--- config.mk ---
export PLATFORM = sky130hd
export DESIGN_NAME = magnetometer_sample_averager_core
export DESIGN_NICKNAME = d
export VERILOG_FILES = /design/src/rtl/core/msa_pkg.sv /design/src/rtl/core/magnetometer_sample_averager_core.sv
export SDC_FILE = /design/constraint.sdc
export NUM_CORES = 2
export LEC_CHECK = 0
export ABC_AREA = 1
export ABC_CLOCK_PERIOD_IN_PS = 8200
export BUFFER_PORTS_ARGS = -buffer_cell sky130_fd_sc_hd__buf_2
export CELL_PAD_IN_SITES_DETAIL_PLACEMENT = 2
export CELL_PAD_IN_SITES_GLOBAL_PLACEMENT = 2
export CORE_MARGIN = 3
export CORE_UTILIZATION = 34
export CTS_CLUSTER_SIZE = 30
export DETAILED_ROUTE_END_ITERATION = 16
export PLACE_DENSITY_LB_ADDON = 0.1
export SLEW_MARGIN = 5
export SYNTH_ARGS = -nofsm -noshare
export SYNTH_HDL_FRONTEND = slang
export SYNTH_SLANG_ARGS = --single-unit
--- constraint.sdc ---
create_clock -name aclk -period 8.2 [get_ports aclk]
set_clock_uncertainty 0.05 [all_clocks]
set_input_delay 1.64 -clock aclk [delete_from_list [all_inputs] [get_ports aclk]]
set_output_delay 1.64 -clock aclk [all_outputs]
set_load 0.02 [all_outputs]
--- src/rtl/core/msa_pkg.sv ---
// Package for the magnetometer sample averager core.
// Holds the port widths, status codes, register indexes and fixed constants.
// No dependencies.
package msa_pkg;

    localparam int S_TDATA_W   = 80;
    localparam int S_TUSER_W   = 2;
    localparam int M_TDATA_W   = 56;
    localparam int M_TUSER_W   = 3;
    localparam int CFG_INDEX_W = 3;
    localparam int CFG_DATA_W  = 16;

    localparam int WORD_W  = 16;
    localparam int COUNT_W = 4;
    localparam int TIME_W  = 32;
    localparam int PROD_W  = 33;
    localparam int DIV_BITS = 17;
    localparam int DIV_CNT_W = 5;

    typedef logic [M_TUSER_W-1:0] status_t;

    localparam status_t STAT_TAKEN      = 3'd0;
    localparam status_t STAT_SKIPPED    = 3'd1;
    localparam status_t STAT_BUS_ERROR  = 3'd2;
    localparam status_t STAT_MARKER     = 3'd3;
    localparam status_t STAT_READ_OK    = 3'd4;
    localparam status_t STAT_READ_EMPTY = 3'd5;

    typedef logic [CFG_INDEX_W-1:0] cfg_index_t;

    localparam cfg_index_t REG_SENSOR_ENABLED  = 3'd0;
    localparam cfg_index_t REG_AXIS_ORDER      = 3'd1;
    localparam cfg_index_t REG_MIN_INTERVAL_US = 3'd2;
    localparam cfg_index_t REG_GAIN_X          = 3'd3;
    localparam cfg_index_t REG_GAIN_Y          = 3'd4;
    localparam cfg_index_t REG_GAIN_Z          = 3'd5;

    localparam logic [WORD_W-1:0] MARKER_WORD      = 16'hF000;
    localparam logic [WORD_W-1:0] MIN_INTERVAL_RST = 16'd13333;
    localparam logic [WORD_W-1:0] GAIN_RST         = 16'd16384;

    localparam logic [1:0] AXIS_X = 2'd0;
    localparam logic [1:0] AXIS_Y = 2'd1;
    localparam logic [1:0] AXIS_Z = 2'd2;

endpackage

--- src/rtl/core/magnetometer_sample_averager_core.sv ---
// Magnetometer sample averager core: accumulates axis samples and returns
// gain-scaled averages through one shared multiplier and a restoring divider.
// Depends on msa_pkg.
// Steps: a read with samples held runs, per axis, one multiply, one load,
// 17 divider steps by the sample count and one saturate step; other beats
// go straight to the output. The 17-step divider is shared by the three
// axes, and a new beat is accepted only once the last result has moved to
// the output register, where it waits while the next beat is accepted.
// Reset is synchronous, active low: sums, count and sample time clear, the
// link is marked good, registers load their reset values.
module magnetometer_sample_averager_core #(
    parameter int HALVE_AT = 14
) (
    input  logic                             aclk,
    input  logic                             aresetn,
    input  logic                             cfg_wr_en,
    input  logic [msa_pkg::CFG_INDEX_W-1:0]  cfg_index,
    input  logic [msa_pkg::CFG_DATA_W-1:0]   cfg_wdata,
    input  logic                             s_tvalid,
    output logic                             s_tready,
    // byte_0, byte_1, byte_2, byte_3, byte_4, byte_5, now_us
    input  logic [msa_pkg::S_TDATA_W-1:0]    s_tdata,
    // func, bus_error
    input  logic [msa_pkg::S_TUSER_W-1:0]    s_tuser,
    output logic                             m_tvalid,
    input  logic                             m_tready,
    // field_x, field_y, field_z, samples_used, zero padding
    output logic [msa_pkg::M_TDATA_W-1:0]    m_tdata,
    // status
    output logic [msa_pkg::M_TUSER_W-1:0]    m_tuser
);
    import msa_pkg::*;

    localparam logic [COUNT_W-1:0] HALVE_CNT = COUNT_W'(HALVE_AT);
    localparam logic [COUNT_W-1:0] HALF_CNT  = COUNT_W'(HALVE_AT / 2);

    typedef enum logic [2:0] {
        ST_IDLE,
        ST_EXEC,
        ST_MUL,
        ST_LOAD,
        ST_DIV,
        ST_STORE,
        ST_OUT
    } state_t;

    state_t state_reg, state_next;

    logic              enabled_reg, enabled_next;
    logic              axis_order_reg, axis_order_next;
    logic [WORD_W-1:0] min_int_reg, min_int_next;
    logic [WORD_W-1:0] gain_x_reg, gain_x_next;
    logic [WORD_W-1:0] gain_y_reg, gain_y_next;
    logic [WORD_W-1:0] gain_z_reg, gain_z_next;

    logic [WORD_W-1:0]  sum_x_reg, sum_x_next;
    logic [WORD_W-1:0]  sum_y_reg, sum_y_next;
    logic [WORD_W-1:0]  sum_z_reg, sum_z_next;
    logic [COUNT_W-1:0] count_reg, count_next;
    logic [TIME_W-1:0]  last_time_reg, last_time_next;
    logic               link_good_reg, link_good_next;

    logic [S_TDATA_W-1:0] item_data_reg, item_data_next;
    logic [S_TUSER_W-1:0] item_user_reg, item_user_next;

    logic [1:0]                axis_reg, axis_next;
    logic signed [PROD_W-1:0]  prod_reg, prod_next;
    logic                      neg_reg, neg_next;
    logic [DIV_BITS-1:0]       dq_reg, dq_next;
    logic [COUNT_W-1:0]        rem_reg, rem_next;
    logic [DIV_CNT_W-1:0]      div_cnt_reg, div_cnt_next;
    logic [2:0][WORD_W-1:0]    res_reg, res_next;
    status_t                   pend_status_reg, pend_status_next;
    logic [COUNT_W-1:0]        pend_used_reg, pend_used_next;

    logic                 m_tvalid_reg, m_tvalid_next;
    logic [M_TDATA_W-1:0] m_tdata_reg, m_tdata_next;
    status_t              m_tuser_reg, m_tuser_next;

    logic              it_func;
    logic              it_berr;
    logic [TIME_W-1:0] it_now;
    logic [WORD_W-1:0] wx, w2, w3, wy, wz;
    logic [WORD_W-1:0] acc_x, acc_y, acc_z;
    logic [COUNT_W-1:0] count_inc;
    logic [TIME_W-1:0] elapsed;
    logic              too_soon;
    logic              is_marker;
    logic [WORD_W-1:0] mul_sum, mul_gain;
    logic [PROD_W-1:0] prod_mag;
    logic [COUNT_W:0]  trial;
    logic              trial_ge;
    logic [WORD_W-1:0] sat_val;

    function automatic logic [WORD_W-1:0] halve16(input logic [WORD_W-1:0] w);
        logic [WORD_W-1:0] t;
        t = w + {{(WORD_W-1){1'b0}}, w[WORD_W-1]};
        return {t[WORD_W-1], t[WORD_W-1:1]};
    endfunction

    assign it_func = item_user_reg[0];
    assign it_berr = item_user_reg[1];
    assign it_now  = item_data_reg[79:48];
    assign wx = {item_data_reg[7:0], item_data_reg[15:8]};
    assign w2 = {item_data_reg[23:16], item_data_reg[31:24]};
    assign w3 = {item_data_reg[39:32], item_data_reg[47:40]};
    assign wy = axis_order_reg ? w3 : w2;
    assign wz = axis_order_reg ? w2 : w3;

    assign acc_x     = sum_x_reg - wx;
    assign acc_y     = sum_y_reg + wy;
    assign acc_z     = sum_z_reg - wz;
    assign count_inc = count_reg + COUNT_W'(1);
    assign elapsed   = it_now - last_time_reg;
    assign too_soon  = link_good_reg && (count_reg != '0) &&
                       (elapsed < {{(TIME_W-WORD_W){1'b0}}, min_int_reg});
    assign is_marker = (wx == MARKER_WORD) || (wy == MARKER_WORD) ||
                       (wz == MARKER_WORD);

    always_comb begin
        case (axis_reg)
            AXIS_X: begin
                mul_sum  = sum_x_reg;
                mul_gain = gain_x_reg;
            end
            AXIS_Y: begin
                mul_sum  = sum_y_reg;
                mul_gain = gain_y_reg;
            end
            default: begin
                mul_sum  = sum_z_reg;
                mul_gain = gain_z_reg;
            end
        endcase
    end

    assign prod_mag = prod_reg[PROD_W-1] ? PROD_W'(-prod_reg) : PROD_W'(prod_reg);
    assign trial    = {rem_reg, dq_reg[DIV_BITS-1]};
    assign trial_ge = trial >= {1'b0, count_reg};

    always_comb begin
        if (neg_reg) begin
            if (dq_reg >= DIV_BITS'(32768)) begin
                sat_val = 16'h8000;
            end else begin
                sat_val = WORD_W'(~dq_reg + DIV_BITS'(1));
            end
        end else begin
            if (dq_reg > DIV_BITS'(32767)) begin
                sat_val = 16'h7FFF;
            end else begin
                sat_val = dq_reg[WORD_W-1:0];
            end
        end
    end

    always_comb begin
        state_next       = state_reg;
        enabled_next     = enabled_reg;
        axis_order_next  = axis_order_reg;
        min_int_next     = min_int_reg;
        gain_x_next      = gain_x_reg;
        gain_y_next      = gain_y_reg;
        gain_z_next      = gain_z_reg;
        sum_x_next       = sum_x_reg;
        sum_y_next       = sum_y_reg;
        sum_z_next       = sum_z_reg;
        count_next       = count_reg;
        last_time_next   = last_time_reg;
        link_good_next   = link_good_reg;
        item_data_next   = item_data_reg;
        item_user_next   = item_user_reg;
        axis_next        = axis_reg;
        prod_next        = prod_reg;
        neg_next         = neg_reg;
        dq_next          = dq_reg;
        rem_next         = rem_reg;
        div_cnt_next     = div_cnt_reg;
        res_next         = res_reg;
        pend_status_next = pend_status_reg;
        pend_used_next   = pend_used_reg;
        m_tvalid_next    = m_tvalid_reg && !m_tready;
        m_tdata_next     = m_tdata_reg;
        m_tuser_next     = m_tuser_reg;

        if (cfg_wr_en) begin
            case (cfg_index)
                REG_SENSOR_ENABLED:  enabled_next    = cfg_wdata[0];
                REG_AXIS_ORDER:      axis_order_next = cfg_wdata[0];
                REG_MIN_INTERVAL_US: min_int_next    = cfg_wdata;
                REG_GAIN_X:          gain_x_next     = cfg_wdata;
                REG_GAIN_Y:          gain_y_next     = cfg_wdata;
                REG_GAIN_Z:          gain_z_next     = cfg_wdata;
                default: begin
                end
            endcase
        end

        case (state_reg)
            ST_IDLE: begin
                if (s_tvalid) begin
                    item_data_next = s_tdata;
                    item_user_next = s_tuser;
                    state_next     = ST_EXEC;
                end
            end
            ST_EXEC: begin
                res_next       = '0;
                pend_used_next = count_reg;
                state_next     = ST_OUT;
                if (!enabled_reg) begin
                    pend_status_next = STAT_SKIPPED;
                end else if (it_func) begin
                    if (count_reg == '0) begin
                        pend_status_next = STAT_READ_EMPTY;
                    end else begin
                        pend_status_next = STAT_READ_OK;
                        axis_next        = AXIS_X;
                        state_next       = ST_MUL;
                    end
                end else if (too_soon) begin
                    pend_status_next = STAT_SKIPPED;
                end else if (it_berr) begin
                    pend_status_next = STAT_BUS_ERROR;
                    link_good_next   = 1'b0;
                end else if (is_marker) begin
                    pend_status_next = STAT_MARKER;
                end else begin
                    pend_status_next = STAT_TAKEN;
                    last_time_next   = it_now;
                    if (count_inc >= HALVE_CNT) begin
                        sum_x_next     = halve16(acc_x);
                        sum_y_next     = halve16(acc_y);
                        sum_z_next     = halve16(acc_z);
                        count_next     = HALF_CNT;
                        pend_used_next = HALF_CNT;
                    end else begin
                        sum_x_next     = acc_x;
                        sum_y_next     = acc_y;
                        sum_z_next     = acc_z;
                        count_next     = count_inc;
                        pend_used_next = count_inc;
                    end
                end
            end
            ST_MUL: begin
                prod_next  = $signed(mul_sum) * $signed({1'b0, mul_gain});
                state_next = ST_LOAD;
            end
            ST_LOAD: begin
                neg_next     = prod_reg[PROD_W-1];
                dq_next      = prod_mag[30:14];
                rem_next     = '0;
                div_cnt_next = '0;
                state_next   = ST_DIV;
            end
            ST_DIV: begin
                rem_next     = trial_ge ? COUNT_W'(trial - {1'b0, count_reg})
                                        : trial[COUNT_W-1:0];
                dq_next      = {dq_reg[DIV_BITS-2:0], trial_ge};
                div_cnt_next = div_cnt_reg + DIV_CNT_W'(1);
                if (div_cnt_reg == DIV_CNT_W'(DIV_BITS - 1)) begin
                    state_next = ST_STORE;
                end
            end
            ST_STORE: begin
                res_next[axis_reg] = sat_val;
                if (axis_reg == AXIS_Z) begin
                    sum_x_next     = '0;
                    sum_y_next     = '0;
                    sum_z_next     = '0;
                    count_next     = '0;
                    link_good_next = 1'b1;
                    state_next     = ST_OUT;
                end else begin
                    axis_next  = axis_reg + 2'd1;
                    state_next = ST_MUL;
                end
            end
            ST_OUT: begin
                if (!m_tvalid_reg || m_tready) begin
                    m_tvalid_next = 1'b1;
                    m_tdata_next  = {{(M_TDATA_W-3*WORD_W-COUNT_W){1'b0}},
                                     pend_used_reg, res_reg[2], res_reg[1], res_reg[0]};
                    m_tuser_next  = pend_status_reg;
                    state_next    = ST_IDLE;
                end
            end
            default: begin
                state_next = ST_IDLE;
            end
        endcase
    end

    always_ff @(posedge aclk) begin
        if (!aresetn) begin
            state_reg      <= ST_IDLE;
            enabled_reg    <= 1'b0;
            axis_order_reg <= 1'b0;
            min_int_reg    <= MIN_INTERVAL_RST;
            gain_x_reg     <= GAIN_RST;
            gain_y_reg     <= GAIN_RST;
            gain_z_reg     <= GAIN_RST;
            sum_x_reg      <= '0;
            sum_y_reg      <= '0;
            sum_z_reg      <= '0;
            count_reg      <= '0;
            last_time_reg  <= '0;
            link_good_reg  <= 1'b1;
            m_tvalid_reg   <= 1'b0;
        end else begin
            state_reg      <= state_next;
            enabled_reg    <= enabled_next;
            axis_order_reg <= axis_order_next;
            min_int_reg    <= min_int_next;
            gain_x_reg     <= gain_x_next;
            gain_y_reg     <= gain_y_next;
            gain_z_reg     <= gain_z_next;
            sum_x_reg      <= sum_x_next;
            sum_y_reg      <= sum_y_next;
            sum_z_reg      <= sum_z_next;
            count_reg      <= count_next;
            last_time_reg  <= last_time_next;
            link_good_reg  <= link_good_next;
            m_tvalid_reg   <= m_tvalid_next;
        end
        item_data_reg   <= item_data_next;
        item_user_reg   <= item_user_next;
        axis_reg        <= axis_next;
        prod_reg        <= prod_next;
        neg_reg         <= neg_next;
        dq_reg          <= dq_next;
        rem_reg         <= rem_next;
        div_cnt_reg     <= div_cnt_next;
        res_reg         <= res_next;
        pend_status_reg <= pend_status_next;
        pend_used_reg   <= pend_used_next;
        m_tdata_reg     <= m_tdata_next;
        m_tuser_reg     <= m_tuser_next;
    end

    assign s_tready = (state_reg == ST_IDLE);
    assign m_tvalid = m_tvalid_reg;
    assign m_tdata  = m_tdata_reg;
    assign m_tuser  = m_tuser_reg;

    a_one_beat_at_a_time: assert property (@(posedge aclk) disable iff (!aresetn)
        (s_tvalid && s_tready) |=> !s_tready)
        else $error("A second beat was accepted while one was in progress.");

    a_count_below_halving: assert property (@(posedge aclk) disable iff (!aresetn)
        count_reg < HALVE_CNT)
        else $error("The sample count reached the halving threshold.");

    a_read_ok_has_samples: assert property (@(posedge aclk) disable iff (!aresetn)
        (m_tvalid && (m_tuser == STAT_READ_OK)) |-> (m_tdata[51:48] != '0))
        else $error("A successful read reported no samples.");

    a_fields_zero_otherwise: assert property (@(posedge aclk) disable iff (!aresetn)
        (m_tvalid && (m_tuser != STAT_READ_OK)) |-> (m_tdata[47:0] == '0))
        else $error("Axis fields are non-zero on a result that is not a read.");

    a_read_clears_state: assert property (@(posedge aclk) disable iff (!aresetn)
        ((state_reg == ST_STORE) && (axis_reg == AXIS_Z)) |=>
            ((count_reg == '0) && link_good_reg))
        else $error("A completed read did not clear the accumulated state.");

endmodule

==> results.txt <==
CTS buffer count -> 51
flops & latches, synth -> 408
synth warn -> 0
Die W -> 316 um
post-route ant nets -> 0
highest cell delay on the worst timing path -> 0.77 ns
Slew Limit Fails -> 0
status -> complete, no violations
arrival time at the worst endpoint -> 8.04 ns
Synth top cells by count -> nand2_1, inv_1, nor2_1
Die Y-Extent -> 316 um
critical path class -> register to register
H-tree levels -> 2
DRT Pass-1 Iters -> 7
final instance area -> 36900 um2
fmax -> 130 MHz
most frequent CP cell -> fa_1
CP Launch Type -> register
fraction of power consumed by the clock network -> 20.9%
multi-input logic area -> 18500 um2
largest net degree at the start of global routing -> 83
TNS Setup -> 0 ns
crit path from -> axis_reg[0]
beginning of the worst hold path -> pend_used_reg[1]
Post-Syn Area per Cell -> 7.62 um2
Post-DP HPWL -> 91200 um
DRC Markers -> 0
switching share of power -> 47.5%
RSZ-0062 raised after global routing -> no
peak supply drop -> 219 uV
post-synth top area share -> 23.2%
Synth async-reset ratio -> 0%
number of I/O pins -> 167
post-synthesis cell count -> 4302
buffer and inverter count on the worst path -> 6
Reg clk slew, reported paths -> 0.06 ns
fin crit period -> 7.70 ns
Switch Pwr -> 0.00530 W
Hold/Removal Path Class -> register to register
sequential element share of the synthesized area -> 32.6%
Worst-Skew Late Latency -> 0.67 ns
most frequent cell after synthesis -> nand2_1
layout cell share with drive strength beyond 1 -> 7.64%
kind of end point of the critical path -> register
worst hold margin -> 0.375 ns
sequential power share -> 28.6%
max FFs per register -> 80
Die Area -> 100000 um2
GRT Residual Overflow -> 0
mux cell area share after synthesis -> 0.0305%
Syn-to-layout area delta -> 12.4%
Root Buffer Master -> clkbuf_16
fillers -> 11266
crit-path leading delay family -> adder cells
vias in the first global route -> 32019
crit path cell chain -> inv_1, ha_2, clkinv_1, buf_4, o211ai_1, nand2_1, fa_1, inv_1, ha_1, fa_1, fa_1, fa_1, inv_1, fa_1, inv_1, ha_1, nand2_1, nor4_1, nand4_1, nand3_1, nand2_1, o211ai_1, a31oi_1, xor2_1
initial DRC count -> 1297
Finish-stage setup viols -> 0
Routed WL -> 115000 um
Slowest-stage cell, CP -> o211ai_1
period utilization -> 93.9%
Combinational Power Share -> 50.5%
Hold Buf Count CTS -> 0
number of port buffers -> 162
Final Core Density -> 38.7%
placed inst area -> 35100 um2
dominant cell type by area after synthesis -> edfxtp_1
via/cell ratio -> 5.03
Hold Vio Cnt, Final -> 0
gpl congestion -> 0.861
reg-to-reg startpoint -> axis_reg[0]
Tightest Pin Transition -> 1.02 ns
Mapped Area -> 32800 um2
post-DR wirelength/cell -> 19.9 um
EDFF count, synth -> 253
Netlist cell types -> 51
clk buf depth -> 3
synth top area cells -> edfxtp_1, nand2_1, fa_1
GRT Util Overall -> 23.1%
Starting Density -> 34.4%
Crit path required time -> 8.54 ns
Hold Path Depth -> 0
FP Rows -> 113
clock sinks -> 408
cell-internal power -> 0.00587 W
worst r2r path cells -> 24
Max FO, Critical Path -> 9
Layout Nets -> 4983
antenna violations before repair -> 2
register area -> 10700 um2
leakage -> 18.0 nW
first-pass GRT wire length -> 182000 um
Levels on crit path -> 24
compound-gate portion of the synthesized area -> 9.72%
Synth Area in Simple Gates -> 22.9%
Max transition margin -> 32.2%
dpl cells -> 5651
PwrDens -> 303 nW/um2
XOR/XNOR Fraction of Synth Area -> 2.67%
Vias -> 28939
non-filler cells in the finished layout -> 5755
post-synthesis adder-cell area fraction -> 20.9%
core area -> 95300 um2
CTS tree -> done
ys flop type -> edfxtp_1
largest family of logic cells by synthesized area -> simple AND/OR/NAND/NOR gates
Max Cap Viol -> 0
## power groups by stage
stage / registers [W] / clock network, W / logic (W)
2_1_floorplan: 0.00305 / 0 / 0.00395
3_3_place_gp: 0.00321 / 0 / 0.00551
3_5_place_dp: 0.00323 / 0 / 0.00566
4_1_cts: 0.00319 / 0.00241 / 0.00572
5_1_grt: 0.00324 / 0.00248 / 0.00650
6_report: 0.00319 / 0.00233 / 0.00564
## timing repair
action                                  in CTS  in global routing
resized for setup                            0                  7
setup buffers                                0                  9
endpoints found under the setup margin       0                  9
## logic make-up (layout without fill, tap and decap cells)
kind of cell,Yosys count,count (layout)
adders and majority gates,429,429
DFF,408,408
and+or+nand+nor,1822,1822
buffers and inverters,951,1135
muxes,1,1
other,1,5
AOI/OAI and AO/OA,590,590
xor gates and xnor gates,100,100
## cells in the final DEF, fill, tap and decap left out, types with 8 or more instances in the layout
master     synthesis  layout
a21oi_1          262     262
a31oi_1            8       8
buf_2             15     162
buf_4             11      64
clkbuf_1         100       9
clkbuf_16          0      51
clkinv_1           4      15
clkinv_2           0       9
dfxtp_1          155     154
edfxtp_1         253     253
fa_1             199     199
ha_1             230     228
inv_1            802     798
inv_2              8       8
nand2_1         1062    1062
nand3_1          253     252
nand3b_1          14      14
nand4_1           51      51
nor2_1           371     366
nor2_2             7       8
nor3_1            32      31
nor4_1            12      12
o211ai_1          35      35
o21a_1            13      13
o21ai_0          222     222
o21ai_1           12      12
o22ai_1            9       9
xnor2_1           22      22
xor2_1            78      78
## final cells by class
| type | instances | area share [%] |
|---|---|---|
| Inverter | 815 | 8.34 |
| Clock buffer | 62 | 3.63 |
| Multi-Input combinational cell | 2946 | 50.2 |
| Timing Repair Buffer | 226 | 3.50 |
| Tap cell | 1265 | 4.29 |
| Antenna cell | 1 | 0.00679 |
| Sequential cell | 408 | 29.0 |
| Clock inverter | 32 | 0.971 |
## metrics by stage
step / total power [W] / setup slack [ns]
2_1_floorplan: 0.00700 / 0.305
3_3_place_gp: 0.00872 / 0.408
3_5_place_dp: 0.00889 / 0.181
4_1_cts: 0.0113 / 0.111
5_1_grt: 0.0122 / 0.00505
6_report: 0.0112 / 0.501
## worst reg2reg max path, cell delays in order (launching register included)
cell and delay [ns]:
edfxtp_1 0.47, inv_1 0.13, ha_2 0.29, clkinv_1 0.28, buf_4 0.27, o211ai_1 0.77
nand2_1 0.27, fa_1 0.55, inv_1 0.05, ha_1 0.32, fa_1 0.54, fa_1 0.45
fa_1 0.58, inv_1 0.07, fa_1 0.54, inv_1 0.05, ha_1 0.36, nand2_1 0.13
nor4_1 0.40, nand4_1 0.13, nand3_1 0.17, nand2_1 0.08, o211ai_1 0.16, a31oi_1 0.15
xor2_1 0.16
## worst paths after layout
path	slack, ns	to
setup / recovery	0.50	prod_reg[27]
hold / removal	0.37	m_tdata[49]
setup reg to reg	0.50	prod_reg[27]
hold reg to reg	0.37	m_tdata[49]
## layer usage
layer  global-route usage, %  vias to the layer above  share of wire (%)
met2                    40.9                      393                 48
met5                       0                        -                  0
met4                    5.20                        0                2.1
met3                    2.71                      113                3.5
met1                    30.3                    14492                 46
li1                        -                    13941                  -
Power figures use the tool's default switching activity.
